===== config.mk =====
export PLATFORM = sky130hd
export DESIGN_NAME = nmea_rmc_position_parser_core
export DESIGN_NICKNAME = d
export VERILOG_FILES = /design/src/hw/rtl/nrmc_pkg.sv /design/src/hw/rtl/nmea_rmc_position_parser_core.sv
export VERILOG_INCLUDE_DIRS = /design/src /design/src/hw/rtl
export SDC_FILE = /design/constraint.sdc
export NUM_CORES = 2
export LEC_CHECK = 0
export ABC_AREA = 0
export BUFFER_PORTS_ARGS = -buffer_cell sky130_fd_sc_hd__buf_4
export CORE_ASPECT_RATIO = 2
export CORE_MARGIN = 2
export CORE_UTILIZATION = 50
export CTS_BUF_LIST = sky130_fd_sc_hd__clkbuf_4
export DETAILED_ROUTE_END_ITERATION = 10
export GPL_ROUTABILITY_DRIVEN = 0
export PLACE_DENSITY = 0.66
export SYNTH_ARGS = -nofsm -noshare
export SYNTH_HDL_FRONTEND = slang
export SYNTH_SLANG_ARGS = --single-unit

===== constraint.sdc =====
create_clock -name aclk -period 20.1 [get_ports aclk]
set_input_delay 4.02 -clock aclk [delete_from_list [all_inputs] [get_ports aclk]]
set_output_delay 4.02 -clock aclk [all_outputs]
set_load 0.03 [all_outputs]

===== src/hw/rtl/assert_macros.svh =====
// Assertion macros used by the parser core RTL.
// No dependencies; every macro clocks on aclk and is disabled in reset.
`ifndef ASSERT_MACROS_SVH
`define ASSERT_MACROS_SVH

// Implication that must hold at every clock edge outside reset.
`define ASSERT_CLK(label, prop, msg) \
    label: assert property (@(posedge aclk) disable iff (!aresetn) prop) \
        else $error(msg);

// Signal must be low whenever the condition holds.
`define ASSERT_NEVER(label, cond, sig, msg) \
    label: assert property (@(posedge aclk) disable iff (!aresetn) \
        (cond) |-> !(sig)) else $error(msg);

`endif


===== src/hw/rtl/nrmc_pkg.sv =====
// Package for the RMC position parser: character codes, field positions,
// accumulator widths and arithmetic helpers. No dependencies.
package nrmc_pkg;

    localparam int FRACTION_DIGITS_DEF = 4;

    localparam int LAT_W   = 27;   // latitude magnitude
    localparam int LON_W   = 28;   // longitude magnitude
    localparam int LATS_W  = 28;   // signed latitude
    localparam int LONS_W  = 29;   // signed longitude
    localparam int POW10_W = 20;   // holds 10^6

    localparam logic [LAT_W-1:0] LAT_MAX = '1;
    localparam logic [LON_W-1:0] LON_MAX = '1;

    localparam logic [7:0] CH_STAR   = 8'h2A;
    localparam logic [7:0] CH_COMMA  = 8'h2C;
    localparam logic [7:0] CH_POINT  = 8'h2E;
    localparam logic [7:0] CH_ZERO   = 8'h30;
    localparam logic [7:0] CH_NINE   = 8'h39;
    localparam logic [7:0] CH_A      = 8'h41;
    localparam logic [7:0] CH_N      = 8'h4E;
    localparam logic [7:0] CH_E      = 8'h45;

    typedef logic [3:0] field_num_t;

    localparam field_num_t FLD_STATUS = 4'd1;
    localparam field_num_t FLD_LAT    = 4'd2;
    localparam field_num_t FLD_NS     = 4'd3;
    localparam field_num_t FLD_LON    = 4'd4;
    localparam field_num_t FLD_EW     = 4'd5;
    localparam field_num_t FLD_LAST   = 4'd15;

    localparam logic [2:0] HDR_LAST = 3'd6;   // index of the closing ','

    // "$GPRMC," one character per index
    function automatic logic [7:0] hdr_char(input logic [2:0] idx);
        logic [7:0] ch;
        case (idx)
            3'd0:    ch = 8'h24;   // $
            3'd1:    ch = 8'h47;   // G
            3'd2:    ch = 8'h50;   // P
            3'd3:    ch = 8'h52;   // R
            3'd4:    ch = 8'h4D;   // M
            3'd5:    ch = 8'h43;   // C
            3'd6:    ch = CH_COMMA;
            default: ch = 8'h00;
        endcase
        return ch;
    endfunction

    function automatic logic [POW10_W-1:0] pow10(input logic [2:0] k);
        logic [POW10_W-1:0] p;
        case (k)
            3'd0:    p = 20'd1;
            3'd1:    p = 20'd10;
            3'd2:    p = 20'd100;
            3'd3:    p = 20'd1000;
            3'd4:    p = 20'd10000;
            3'd5:    p = 20'd100000;
            3'd6:    p = 20'd1000000;
            default: p = 20'd1;
        endcase
        return p;
    endfunction

    // acc*10 + d, clipped at maxv
    function automatic logic [LON_W-1:0] sat_digit(input logic [LON_W-1:0] acc,
                                                   input logic [3:0]       d,
                                                   input logic [LON_W-1:0] maxv);
        logic [LON_W+3:0] ext;
        logic [LON_W+3:0] v;
        ext = {4'd0, acc};
        v   = (ext << 3) + (ext << 1) + {{LON_W{1'b0}}, d};
        return (v > {4'd0, maxv}) ? maxv : v[LON_W-1:0];
    endfunction

    // zero-pad k missing fraction digits, clipped at maxv
    function automatic logic [LON_W-1:0] pad_frac(input logic [LON_W-1:0] acc,
                                                  input logic [2:0]       k,
                                                  input logic [LON_W-1:0] maxv);
        logic [LON_W+POW10_W-1:0] p;
        p = acc * pow10(k);
        return (p > {{POW10_W{1'b0}}, maxv}) ? maxv : p[LON_W-1:0];
    endfunction

endpackage


===== src/hw/rtl/nmea_rmc_position_parser_core.sv =====
// RMC sentence position parser: byte stream in, one position beat per sentence.
// Depends on nrmc_pkg and assert_macros.svh.
//
//  channel | ports                                    | dir | beat
//  --------+------------------------------------------+-----+------------------------
//  input   | s_valid s_ready s_rx_byte[7:0]           | in  | one received byte
//  result  | m_valid m_ready m_fix_valid m_latitude   | out | one per '*' in sentence
//          | [27:0] m_longitude[28:0]                 |     |
//
// One byte per cycle sustained while no result waits. A byte is first held in the input
// register, then the parser state and (for '*') the result register update from it.
// The input register can still take one byte while a result waits; once it holds
// that byte, s_ready drops until m_ready frees the result.
// aresetn (synchronous, active low) clears parser state, stored position and
// both valid flags.
`include "assert_macros.svh"

module nmea_rmc_position_parser_core
    import nrmc_pkg::*;
#(
    parameter int FRACTION_DIGITS = FRACTION_DIGITS_DEF   // 1..6
) (
    input  logic                     aclk,
    input  logic                     aresetn,
    input  logic                     s_valid,
    output logic                     s_ready,
    input  logic [7:0]               s_rx_byte,
    output logic                     m_valid,
    input  logic                     m_ready,
    output logic                     m_fix_valid,
    output logic signed [LATS_W-1:0] m_latitude,
    output logic signed [LONS_W-1:0] m_longitude
);

    localparam int FRAC_W = $clog2(FRACTION_DIGITS + 1);

    // input register
    logic       in_valid_reg;
    logic [7:0] in_byte_reg;

    // result register
    logic                     m_valid_reg;
    logic                     m_fix_reg;
    logic signed [LATS_W-1:0] m_lat_reg;
    logic signed [LONS_W-1:0] m_lon_reg;

    // parser state
    logic [2:0]        hdr_cnt_reg,    hdr_cnt_next;
    logic              in_sent_reg,    in_sent_next;
    field_num_t        field_reg,      field_next;
    logic [1:0]        stat_len_reg,   stat_len_next;
    logic              stat_a_reg,     stat_a_next;
    logic [LAT_W-1:0]  lat_acc_reg,    lat_acc_next;
    logic [LON_W-1:0]  lon_acc_reg,    lon_acc_next;
    logic              point_reg,      point_next;
    logic [FRAC_W-1:0] frac_cnt_reg,   frac_cnt_next;
    logic              north_reg,      north_next;
    logic              east_reg,       east_next;
    logic [LATS_W-1:0] cur_lat_reg,    cur_lat_next;
    logic [LONS_W-1:0] cur_lon_reg,    cur_lon_next;

    logic              adv;
    logic              emit;
    logic              fix;
    logic [7:0]        c;
    logic              first;
    logic              is_digit;
    logic              take_digit;
    logic [2:0]        pad_k;
    logic              stat_end;
    logic [LAT_W-1:0]  lat_end;
    logic [LON_W-1:0]  lon_end;
    logic [LAT_W-1:0]  lat_fin;
    logic [LON_W-1:0]  lon_fin;
    logic [LON_W-1:0]  lat_step;
    logic [LON_W-1:0]  lon_step;

    // byte moves on when the result slot is free or being drained
    assign adv     = in_valid_reg && (!m_valid_reg || m_ready);
    assign s_ready = !in_valid_reg || adv;

    assign c          = in_byte_reg;
    assign first      = (stat_len_reg == 2'd0);
    assign is_digit   = (c >= CH_ZERO) && (c <= CH_NINE);
    assign take_digit = !point_reg || (frac_cnt_reg < FRAC_W'(FRACTION_DIGITS));

    // field-end values: status exactly "A", fractions padded
    assign pad_k    = 3'(FRACTION_DIGITS) - 3'(frac_cnt_reg);
    assign stat_end = stat_a_reg && (stat_len_reg == 2'd1);
    assign lat_end  = LAT_W'(pad_frac({{(LON_W-LAT_W){1'b0}}, lat_acc_reg}, pad_k,
                                      {{(LON_W-LAT_W){1'b0}}, LAT_MAX}));
    assign lon_end  = pad_frac(lon_acc_reg, pad_k, LON_MAX);

    assign lat_fin  = (field_reg == FLD_LAT) ? lat_end : lat_acc_reg;
    assign lon_fin  = (field_reg == FLD_LON) ? lon_end : lon_acc_reg;

    // digit accumulate for the numeric fields
    assign lat_step = sat_digit({{(LON_W-LAT_W){1'b0}}, lat_acc_reg}, c[3:0],
                                {{(LON_W-LAT_W){1'b0}}, LAT_MAX});
    assign lon_step = sat_digit(lon_acc_reg, c[3:0], LON_MAX);

    always_comb begin
        hdr_cnt_next  = hdr_cnt_reg;
        in_sent_next  = in_sent_reg;
        field_next    = field_reg;
        stat_len_next = stat_len_reg;
        stat_a_next   = stat_a_reg;
        lat_acc_next  = lat_acc_reg;
        lon_acc_next  = lon_acc_reg;
        point_next    = point_reg;
        frac_cnt_next = frac_cnt_reg;
        north_next    = north_reg;
        east_next     = east_reg;
        cur_lat_next  = cur_lat_reg;
        cur_lon_next  = cur_lon_reg;
        emit          = 1'b0;
        fix           = 1'b0;

        if (adv) begin
            if (!in_sent_reg) begin
                // header hunt; a mismatching byte is dropped and matching restarts
                if (c == hdr_char(hdr_cnt_reg)) begin
                    if (hdr_cnt_reg == HDR_LAST) begin
                        hdr_cnt_next = 3'd0;
                        in_sent_next = 1'b1;
                    end else begin
                        hdr_cnt_next = hdr_cnt_reg + 3'd1;
                    end
                end else begin
                    hdr_cnt_next = 3'd0;
                end
            end else if (c == CH_STAR) begin
                // sentence end: close the open field, report
                fix  = (field_reg >= FLD_STATUS) &&
                       ((field_reg == FLD_STATUS) ? stat_end : stat_a_reg);
                emit = 1'b1;
                if (fix) begin
                    cur_lat_next = north_reg ? {1'b0, lat_fin} : -{1'b0, lat_fin};
                    cur_lon_next = east_reg  ? {1'b0, lon_fin} : -{1'b0, lon_fin};
                end
                in_sent_next = 1'b0;
                hdr_cnt_next = 3'd0;
            end else if (c == CH_COMMA) begin
                case (field_reg)
                    FLD_STATUS: stat_a_next  = stat_end;
                    FLD_LAT:    lat_acc_next = lat_end;
                    FLD_LON:    lon_acc_next = lon_end;
                    default:    ;
                endcase
                if (field_reg != FLD_LAST) begin
                    field_next = field_reg + 4'd1;
                end
                stat_len_next = 2'd0;
                point_next    = 1'b0;
                frac_cnt_next = '0;
            end else begin
                if (stat_len_reg != 2'd3) begin
                    stat_len_next = stat_len_reg + 2'd1;
                end
                case (field_reg)
                    FLD_STATUS: begin
                        if (first) begin
                            stat_a_next = (c == CH_A);
                        end
                    end
                    FLD_LAT: begin
                        if (c == CH_POINT) begin
                            point_next = 1'b1;
                        end else if (is_digit && take_digit) begin
                            lat_acc_next = lat_step[LAT_W-1:0];
                            if (point_reg) begin
                                frac_cnt_next = frac_cnt_reg + FRAC_W'(1);
                            end
                        end
                    end
                    FLD_NS:  north_next = first && (c == CH_N);
                    FLD_LON: begin
                        if (c == CH_POINT) begin
                            point_next = 1'b1;
                        end else if (is_digit && take_digit) begin
                            lon_acc_next = lon_step;
                            if (point_reg) begin
                                frac_cnt_next = frac_cnt_reg + FRAC_W'(1);
                            end
                        end
                    end
                    FLD_EW:  east_next = first && (c == CH_E);
                    default: ;
                endcase
            end

            // fresh field state at sentence start and after the sentence end
            if ((!in_sent_reg && in_sent_next) || emit) begin
                field_next    = '0;
                stat_len_next = 2'd0;
                stat_a_next   = 1'b0;
                lat_acc_next  = '0;
                lon_acc_next  = '0;
                point_next    = 1'b0;
                frac_cnt_next = '0;
                north_next    = 1'b0;
                east_next     = 1'b0;
            end
        end
    end

    always_ff @(posedge aclk) begin
        if (!aresetn) begin
            in_valid_reg <= 1'b0;
            m_valid_reg  <= 1'b0;
            hdr_cnt_reg  <= '0;
            in_sent_reg  <= 1'b0;
            field_reg    <= '0;
            stat_len_reg <= '0;
            stat_a_reg   <= 1'b0;
            lat_acc_reg  <= '0;
            lon_acc_reg  <= '0;
            point_reg    <= 1'b0;
            frac_cnt_reg <= '0;
            north_reg    <= 1'b0;
            east_reg     <= 1'b0;
            cur_lat_reg  <= '0;
            cur_lon_reg  <= '0;
        end else begin
            if (s_ready) begin
                in_valid_reg <= s_valid;
            end
            if (emit) begin
                m_valid_reg <= 1'b1;
            end else if (m_ready) begin
                m_valid_reg <= 1'b0;
            end
            hdr_cnt_reg  <= hdr_cnt_next;
            in_sent_reg  <= in_sent_next;
            field_reg    <= field_next;
            stat_len_reg <= stat_len_next;
            stat_a_reg   <= stat_a_next;
            lat_acc_reg  <= lat_acc_next;
            lon_acc_reg  <= lon_acc_next;
            point_reg    <= point_next;
            frac_cnt_reg <= frac_cnt_next;
            north_reg    <= north_next;
            east_reg     <= east_next;
            cur_lat_reg  <= cur_lat_next;
            cur_lon_reg  <= cur_lon_next;
        end
    end

    // payload registers, no reset
    always_ff @(posedge aclk) begin
        if (s_valid && s_ready) begin
            in_byte_reg <= s_rx_byte;
        end
        if (emit) begin
            m_fix_reg <= fix;
            m_lat_reg <= cur_lat_next;
            m_lon_reg <= cur_lon_next;
        end
    end

    assign m_valid     = m_valid_reg;
    assign m_fix_valid = m_fix_reg;
    assign m_latitude  = m_lat_reg;
    assign m_longitude = m_lon_reg;

    // header counter is parked at zero for the whole sentence
    `ASSERT_NEVER(a_hdr_idle, in_sent_reg, (hdr_cnt_reg != 3'd0), "header count moved in sentence")
    // a '*' inside a sentence always leaves a result beat behind
    `ASSERT_CLK(a_star_emits, (adv && in_sent_reg && (in_byte_reg == CH_STAR)) |=> m_valid, "sentence end without result")
    // a pending result always shows the stored position
    `ASSERT_CLK(a_out_pos, m_valid |-> ((m_lat_reg == cur_lat_reg) && (m_lon_reg == cur_lon_reg)), "result differs from stored position")
    // fraction counter never runs past the configured digit count
    `ASSERT_CLK(a_frac_cap, 1'b1 |-> (frac_cnt_reg <= FRAC_W'(FRACTION_DIGITS)), "fraction count overrun")

endmodule

# Yosys cells after proc, flatten, opt, wreduce, memory -nomap -nowiden
# Index checks and enable logic that the tools add are counted.
[classes] add_sub_neg=11 n_mul=2 order_cmp=8 n_eq_ne=31 muxes=90 n_reduce_logical=46
[ops] cell="28-bit two-way mux" count=15
[ops] cell="27-bit two-way mux" count=10
[ops] cell="29-bit two-way mux" count=5
[ops] cell="20-bit one-hot mux with 6 select lines" count=1
[ops] cell="7-bit one-hot mux with 7 select lines" count=1
[ops] cell="48-bit by 28-bit greater-than comparator with 1-bit output (second input constant)" count=1
[ops] cell="28-bit by 20-bit multiplier with 48-bit output" count=1
[ops] cell="47-bit by 27-bit greater-than comparator with 1-bit output (second input constant)" count=1
[ops] cell="27-bit by 20-bit multiplier with 47-bit output" count=1
[ops] cell="3-bit two-way mux" count=12
[ops] cell="1-bit two-way mux" count=34
[ops] cell="31-bit by 29-bit adder with 32-bit output" count=1
[ops] cell="31-bit by 4-bit adder with 32-bit output" count=1
[ops] cell="32-bit by 4-bit adder with 32-bit output" count=1
[ops] cell="32-bit by 27-bit greater-than comparator with 1-bit output (second input constant)" count=1
[ops] cell="32-bit by 28-bit greater-than comparator with 1-bit output (second input constant)" count=1
[ops] cell="30-bit by 28-bit adder with 31-bit output" count=1
[ops] cell="28-bit negation with 29-bit output" count=1
[ops] cell="27-bit negation with 28-bit output" count=1
[ops] cell="3-bit nonzero test" count=9
[ops] cell="5-bit AND reduction" count=5
[ops] cell="8-bit by 6-bit equality test with 1-bit output (second input constant)" count=3
[ops] cell="8-bit by 7-bit equality test with 1-bit output (second input constant)" count=3
[ops] cell="4-bit two-way mux" count=5
[ops] cell="other kinds (34)" count=73
[word_totals] regBits=197 inputBits=12 elab_cells=207

# Depth between registers and ports, before layout
[depth] ltp_word=13 ltp_mapped=45 mapped_depth_nobuf=39

# Least setup slack after synthesis
# Ideal clock, no wire load.
[synth_path] kind="flip-flop to flip-flop" start="register frac_cnt_reg[1]" end="register m_lon_reg[16] (netlist: m_longitude[16]), data pin" setup_ns=0.262 t_arrival_ns=10.756 required_time_ns=19.838 path_slack_ns=9.081 stages_incl_launch_ff=45 path_buffers=7 period_less_slack_ns=11.019 path_cell_list="dfxtp_1 > inv_1 > ha_1 > ha_1 > clkbuf_1 > clkbuf_1 > nor3_1 > clkbuf_1 > nand2_1 > fa_1 > inv_1 > fa_1 > inv_1 > fa_1 > inv_1 > fa_1 > inv_1 > fa_1 > (+9 left out) > and3_4 > buf_6 > o21a_1 > o21ai_0 > a211oi_1 > or4_4 > nor4b_2 > nand3_1 > clkbuf_1 > clkbuf_1 > o22ai_1 > ha_1 > nor3b_1 > o21ai_0 > or3_1 > nor2_1 > mux2i_1 > or2_2"
[synth_via] elab_chain_len=13 elab_cells_between_ends=18 cone_classes="2 x add/sub; 1 x mul; 1 x order compare; 6 x eq/ne; 8 x mux"
[synth_lines] item="from (decl)" line_no="nmea_rmc_position_parser_core.sv:56" text="logic [FRAC_W-1:0] frac_cnt_reg, frac_cnt_next;"
[synth_lines] item="from (signal assigned)" line_no="nmea_rmc_position_parser_core.sv:241" text="frac_cnt_reg <= frac_cnt_next;"
[synth_lines] item="3-bit subtractor (*)" line_no="nmea_rmc_position_parser_core.sv:88" text="assign pad_k = 3'(FRACTION_DIGITS) - 3'(frac_cnt_reg);"
[synth_lines] item="3-bit equality test (tied with other cells)" line_no="nrmc_pkg.sv:54" text="case (k)"
[synth_lines] item="20-bit one-hot mux with 6 select lines (*)" line_no="nrmc_pkg.sv:54"
[synth_lines] item="28-bit by 20-bit multiplier with 48-bit output (*)" line_no="nrmc_pkg.sv:83" text="p = acc * pow10(k);"
[synth_lines] item="48-bit by 28-bit greater-than comparator with 1-bit output" line_no="nrmc_pkg.sv:84" text="return (p > {{POW10_W{1'b0}}, maxv}) ? maxv : p[LON_W-1:0];"
[synth_lines] item="28-bit two-way mux (*)" line_no="nrmc_pkg.sv:84"
[synth_lines] item="28-bit two-way mux (*)"
[synth_lines] item="28-bit negation with 29-bit output" line_no="nmea_rmc_position_parser_core.sv:139" text="cur_lon_next = east_reg ? {1'b0, lon_fin} : -{1'b0, lon_fin};"
[synth_lines] item="29-bit two-way mux (*)" line_no="nmea_rmc_position_parser_core.sv:139"
[synth_lines] item="29-bit two-way mux (*)" line_no="nmea_rmc_position_parser_core.sv:137" text="if (fix) begin"
[synth_lines] item="29-bit two-way mux (*)" line_no="nmea_rmc_position_parser_core.sv:132" text="end else if (c == CH_STAR) begin"
[synth_lines] item="29-bit two-way mux (*)" line_no="nmea_rmc_position_parser_core.sv:120" text="if (!in_sent_reg) begin"
[synth_lines] item="29-bit two-way mux (*)" line_no="nmea_rmc_position_parser_core.sv:119" text="if (adv) begin"
[synth_lines] item="via cur_lon_next[16]" line_no="nmea_rmc_position_parser_core.sv:60" text="logic [LONS_W-1:0] cur_lon_reg, cur_lon_next;"
[synth_lines] item="to (signal assigned)" line_no="nmea_rmc_position_parser_core.sv:257" text="m_lon_reg <= cur_lon_next;"
[synth_lines] item="to (decl)" line_no="nmea_rmc_position_parser_core.sv:45" text="logic signed [LONS_W-1:0] m_lon_reg;"
# The timed path passes the listed nets; every way through them passes the cells marked *.
# A chain may end at the register's enable or synchronous reset.

# Worst setup path in the final report
[layout_path] start="register frac_cnt_reg[1]" end="register m_lat_reg[18] (netlist: m_latitude[18]), data pin"
[layout_via] elab_chain_len=13 elab_cells_between_ends=18 cone_classes="2 x add/sub; 1 x mul; 1 x order compare; 6 x eq/ne; 8 x mux"
[layout_lines] item="3-bit subtractor (*)" line_no="nmea_rmc_position_parser_core.sv:88"
[layout_lines] item="3-bit equality test (tied with other cells)" line_no="nrmc_pkg.sv:54"
[layout_lines] item="20-bit one-hot mux with 6 select lines (*)" line_no="nrmc_pkg.sv:54"
[layout_lines] item="27-bit by 20-bit multiplier with 47-bit output (*)" line_no="nrmc_pkg.sv:83"
[layout_lines] item="47-bit by 27-bit greater-than comparator with 1-bit output" line_no="nrmc_pkg.sv:84"
[layout_lines] item="27-bit two-way mux (*)" line_no="nrmc_pkg.sv:84"
[layout_lines] item="27-bit two-way mux (*)"
[layout_lines] item="27-bit negation with 28-bit output" line_no="nmea_rmc_position_parser_core.sv:138" text="cur_lat_next = north_reg ? {1'b0, lat_fin} : -{1'b0, lat_fin};"
[layout_lines] item="28-bit two-way mux (*)" line_no="nmea_rmc_position_parser_core.sv:138"
[layout_lines] item="28-bit two-way mux (*)" line_no="nmea_rmc_position_parser_core.sv:137"
[layout_lines] item="28-bit two-way mux (*)" line_no="nmea_rmc_position_parser_core.sv:132"
[layout_lines] item="28-bit two-way mux (*)" line_no="nmea_rmc_position_parser_core.sv:120"
[layout_lines] item="28-bit two-way mux (*)" line_no="nmea_rmc_position_parser_core.sv:119"
[layout_lines] item="via cur_lat_next[18]" line_no="nmea_rmc_position_parser_core.sv:59" text="logic [LATS_W-1:0] cur_lat_reg, cur_lat_next;"
[layout_lines] item="to (signal assigned)" line_no="nmea_rmc_position_parser_core.sv:256" text="m_lat_reg <= cur_lat_next;"
[layout_lines] item="to (decl)" line_no="nmea_rmc_position_parser_core.sv:44" text="logic signed [LATS_W-1:0] m_lat_reg;"
# Marks and branches as above.

==> flow_summary.ini <==
[detailed_routing]
firstDrtPassIters = 6
drcViolationCount = 0
detailroute.via_count = 40005
detailedRoute.firstIterationViolations = 2644
ant_nets = 0
dr_wl_cell_um = 23.4
routed_via_density = 5.95
drt_wl_total_mm = 157

[floorplanning]
io-pin-count = 72
dieArea_um2 = 98100
start_util_pct = 50.3
core_region_area_um2 = 94900
die_y_um = 441
die_boundary_width_um = 222
floorplan.rows = 160

[clock_network]
clock_sinks = 197
clock_insertion_delay_worst_skew_ns = 0.68
postCtsSetupRepairBufs = 0
post_cts_clock_slew_at_the_launch_and_capture_registers_of_the_worst_setup_and_hold_paths_ns = 0.17
tritoncts.num_buffers = 17
h-tree-depth = 4
cts.repair.resized = 0
tritoncts_clock_tree = built
cts.path.max_buffers = 2
clk_root_buffer_cell = sky130_fd_sc_hd__clkbuf_4
holdBufCountCts = 0

[job]
cap_violations = 0

[worst_setup_path]
worst-setup-path-type = reg -> reg
required_time_of_the_critical_path_ns = 20.52
end_kind = flip-flop
setup.worst_path.start_class = flip-flop
path_max_fanout = 52
critical_path.most_common_cell = sky130_fd_sc_hd__fa_1
crit_path_top_delay_cell = sky130_fd_sc_hd__a2111oi_0
crit_path_arrival_time_ns = 13.41
critPathMaxStageDelay_ns = 0.78

[timing]
timing.max_slew.rel_slack_pct = 16.3
max_clock_freq_ghz = 0.0770
measured_slew_at_the_worst_slew_check_pin_ns = 1.25
period_needed_ns = 12.99
slew_violations = 0
setup_tns_ns = 0
report.final.hold_viol_count = 0
final.setup_skew_ns = 0.0283
timing.final.crit_share_pct = 64.6
report.final.setup_viol = 0
grt_setup_unrepaired = false

[power]
share_comb_of_total_power_pct = 2.1
sw_frac_of_total_pct = 25.4
sequential_power_share_pct = 62.5
pwrdens_nw_per_um2 = 13.3
switchingPower_mw = 0.168
power.internal_mw = 0.494
clock_power_share_pct = 35.4
maximum_ir_drop_on_the_vdd_rail_mv = 0.0293
power.static_leakage_nw = 26.7

[grt]
global_route.usage.total_pct = 32.7
grt_first_pass_wirelength_mm = 244
first_global_vias = 43163
grt_antenna_before_repair = 4
overflow = 0
largest_net_degree_at_the_start_of_global_routing = 69

[status]
run_status = complete, no violations

[yosys]
synth_cell_type_count = 92
yosysWarnings = 0
synth_cells = 5588
synth-edff-count = 66
post-synth-top-area-cell = sky130_fd_sc_hd__fa_1
dominant_cells_by_area_after_synthesis = sky130_fd_sc_hd__fa_1 33%, sky130_fd_sc_hd__ha_1 13%, sky130_fd_sc_hd__inv_1 8.3%
cell_area_synth_um2 = 47700
ys_dominant_reg_cell = sky130_fd_sc_hd__dfxtp_1
yosys-top-cells-count = 1,055 x sky130_fd_sc_hd__inv_1, 795 x sky130_fd_sc_hd__fa_1, 548 x sky130_fd_sc_hd__nand2_1
ys_ff_latch = 197
asyncSetResetFlopFracSynth_pct = 0
postSynthNetCount = 6893
synth_top_area_share_pct = 33.4
yosys.cell_count.top_type = sky130_fd_sc_hd__inv_1
syn_area_per_cell_um2 = 8.54
seq_area_frac_synth_pct = 9.65

[worst_hold_path]
hold_path_class = reg -> reg

[placed_design]
place.port_buffers = 71
place.detailed.hpwl_mm = 126
place_inst = 6682
postPlaceCellArea_um2 = 49400

[finish]
layout-area-overhead-vs-synth_pct = 4.20
number_of_standard_cells_in_the_layout_taps_in_and_fillers_out = 6718
postLayoutCoreUtil_pct = 52.4
finish.instance_area_um2 = 49700
final_layout_size_suffix_gt1_share_pct = 5.06
nNetsFinal = 6791
==> power groups by stage <==
stage | registers, mW | clock network, mW | logic, mW
final | 0.414 | 0.235 | 0.0138
after global routing | 0.414 | 0.254 | 0.0148
after CTS | 0.414 | 0.239 | 0.0138
after detailed placement | 0.422 | 0 | 0.0138
after global placement | 0.422 | 0 | 0.0136
after floorplan | 0.420 | 0 | 0.00894
==> path summary, 6_finish.rpt <==
path,depth (start not counted),to,startpoint,slack [ns]
worst max-delay path,36,m_latitude[18]$_DFFE_PP_,frac_cnt_reg[1]$_SDFFE_PN0P_,7.11
worst min-delay path,2,stat_a_reg$_SDFFE_PN0P_,stat_a_reg$_SDFFE_PN0P_,0.50
worst max register to register,36,m_latitude[18]$_DFFE_PP_,frac_cnt_reg[1]$_SDFFE_PN0P_,7.11
worst min register to register,2,stat_a_reg$_SDFFE_PN0P_,stat_a_reg$_SDFFE_PN0P_,0.50
==> through the flow <==
step                      hold WS [ns]  total power [mW]  worst slack (ns)
final                            0.498             0.663              7.11
after global routing             0.534             0.683              6.36
after CTS                        0.496             0.667              7.31
after detailed placement         0.476             0.436              7.38
after global placement           0.472             0.436              7.57
after floorplan                  0.444             0.429              9.08
==> metal layers <==
metal,vias up,part of all wire (%),GRT usage [%]
met2,1624,53,61.8
met5,-,0.027,0
met4,6,11,28.0
met1,19949,32,31.2
li1,17664,-,-
met3,762,4.5,4.10
==> cell type report <==
type / instances / area (µm²)
diodes: 4 / 10.0
clock buffers: 18 / 135
clock inverters: 14 / 161
fillers: 9077 / 45200
inverters: 1056 / 3960
multi-input cells: 4053 / 38100
flip-flops and latches: 197 / 4600
well taps: 1215 / 1520
repair buffers: 161 / 1210
==> layout by cell type, fill, tap and decap left out, types with 21 or more instances in the layout <==
cell type,instances
sky130_fd_sc_hd__buf_4,161
sky130_fd_sc_hd__a21o_1,63
sky130_fd_sc_hd__o211ai_1,28
sky130_fd_sc_hd__edfxtp_1,66
sky130_fd_sc_hd__o21ai_0,159
sky130_fd_sc_hd__nand3_1,56
sky130_fd_sc_hd__nor2b_1,60
sky130_fd_sc_hd__a211oi_1,42
sky130_fd_sc_hd__nor2_1,287
sky130_fd_sc_hd__inv_1,1053
sky130_fd_sc_hd__nand2b_1,59
sky130_fd_sc_hd__nor3_1,84
sky130_fd_sc_hd__nand2_1,548
sky130_fd_sc_hd__xnor2_1,99
sky130_fd_sc_hd__a21oi_1,256
sky130_fd_sc_hd__a31oi_1,36
sky130_fd_sc_hd__nand4_1,38
sky130_fd_sc_hd__or2_2,35
sky130_fd_sc_hd__o21a_1,39
sky130_fd_sc_hd__and3_1,44
sky130_fd_sc_hd__o22ai_1,21
sky130_fd_sc_hd__nor4_1,23
sky130_fd_sc_hd__xor2_1,64
sky130_fd_sc_hd__and2_1,369
sky130_fd_sc_hd__ha_1,495
sky130_fd_sc_hd__fa_1,795
sky130_fd_sc_hd__dfxtp_1,131
sky130_fd_sc_hd__or3_1,34
==> worst max-delay path: cells and delay by family (launching register included) <==
| kind | cells | cell delay [ns] |
|---|---|---|
| AO/OA/AOI/OAI | 11 | 3.80 |
| XOR/XNOR | 1 | 0.23 |
| adder cells (fa/ha/maj) | 11 | 4.65 |
| buffers and inverters | 7 | 1.45 |
| flip-flops | 1 | 0.49 |
| AND/OR/NAND/NOR | 6 | 2.01 |
==> cell families after synthesis <==
group	share of synthesized area, %
AO/OA/AOI/OAI	11.9
XOR/XNOR	2.99
adder cells (fa/ha/maj)	46.4
buffers and inverters	10.6
flip-flops	9.65
multiplexers	0.430
AND/OR/NAND/NOR	18.0
No activity file was read; power rests on OpenSTA's default activity.
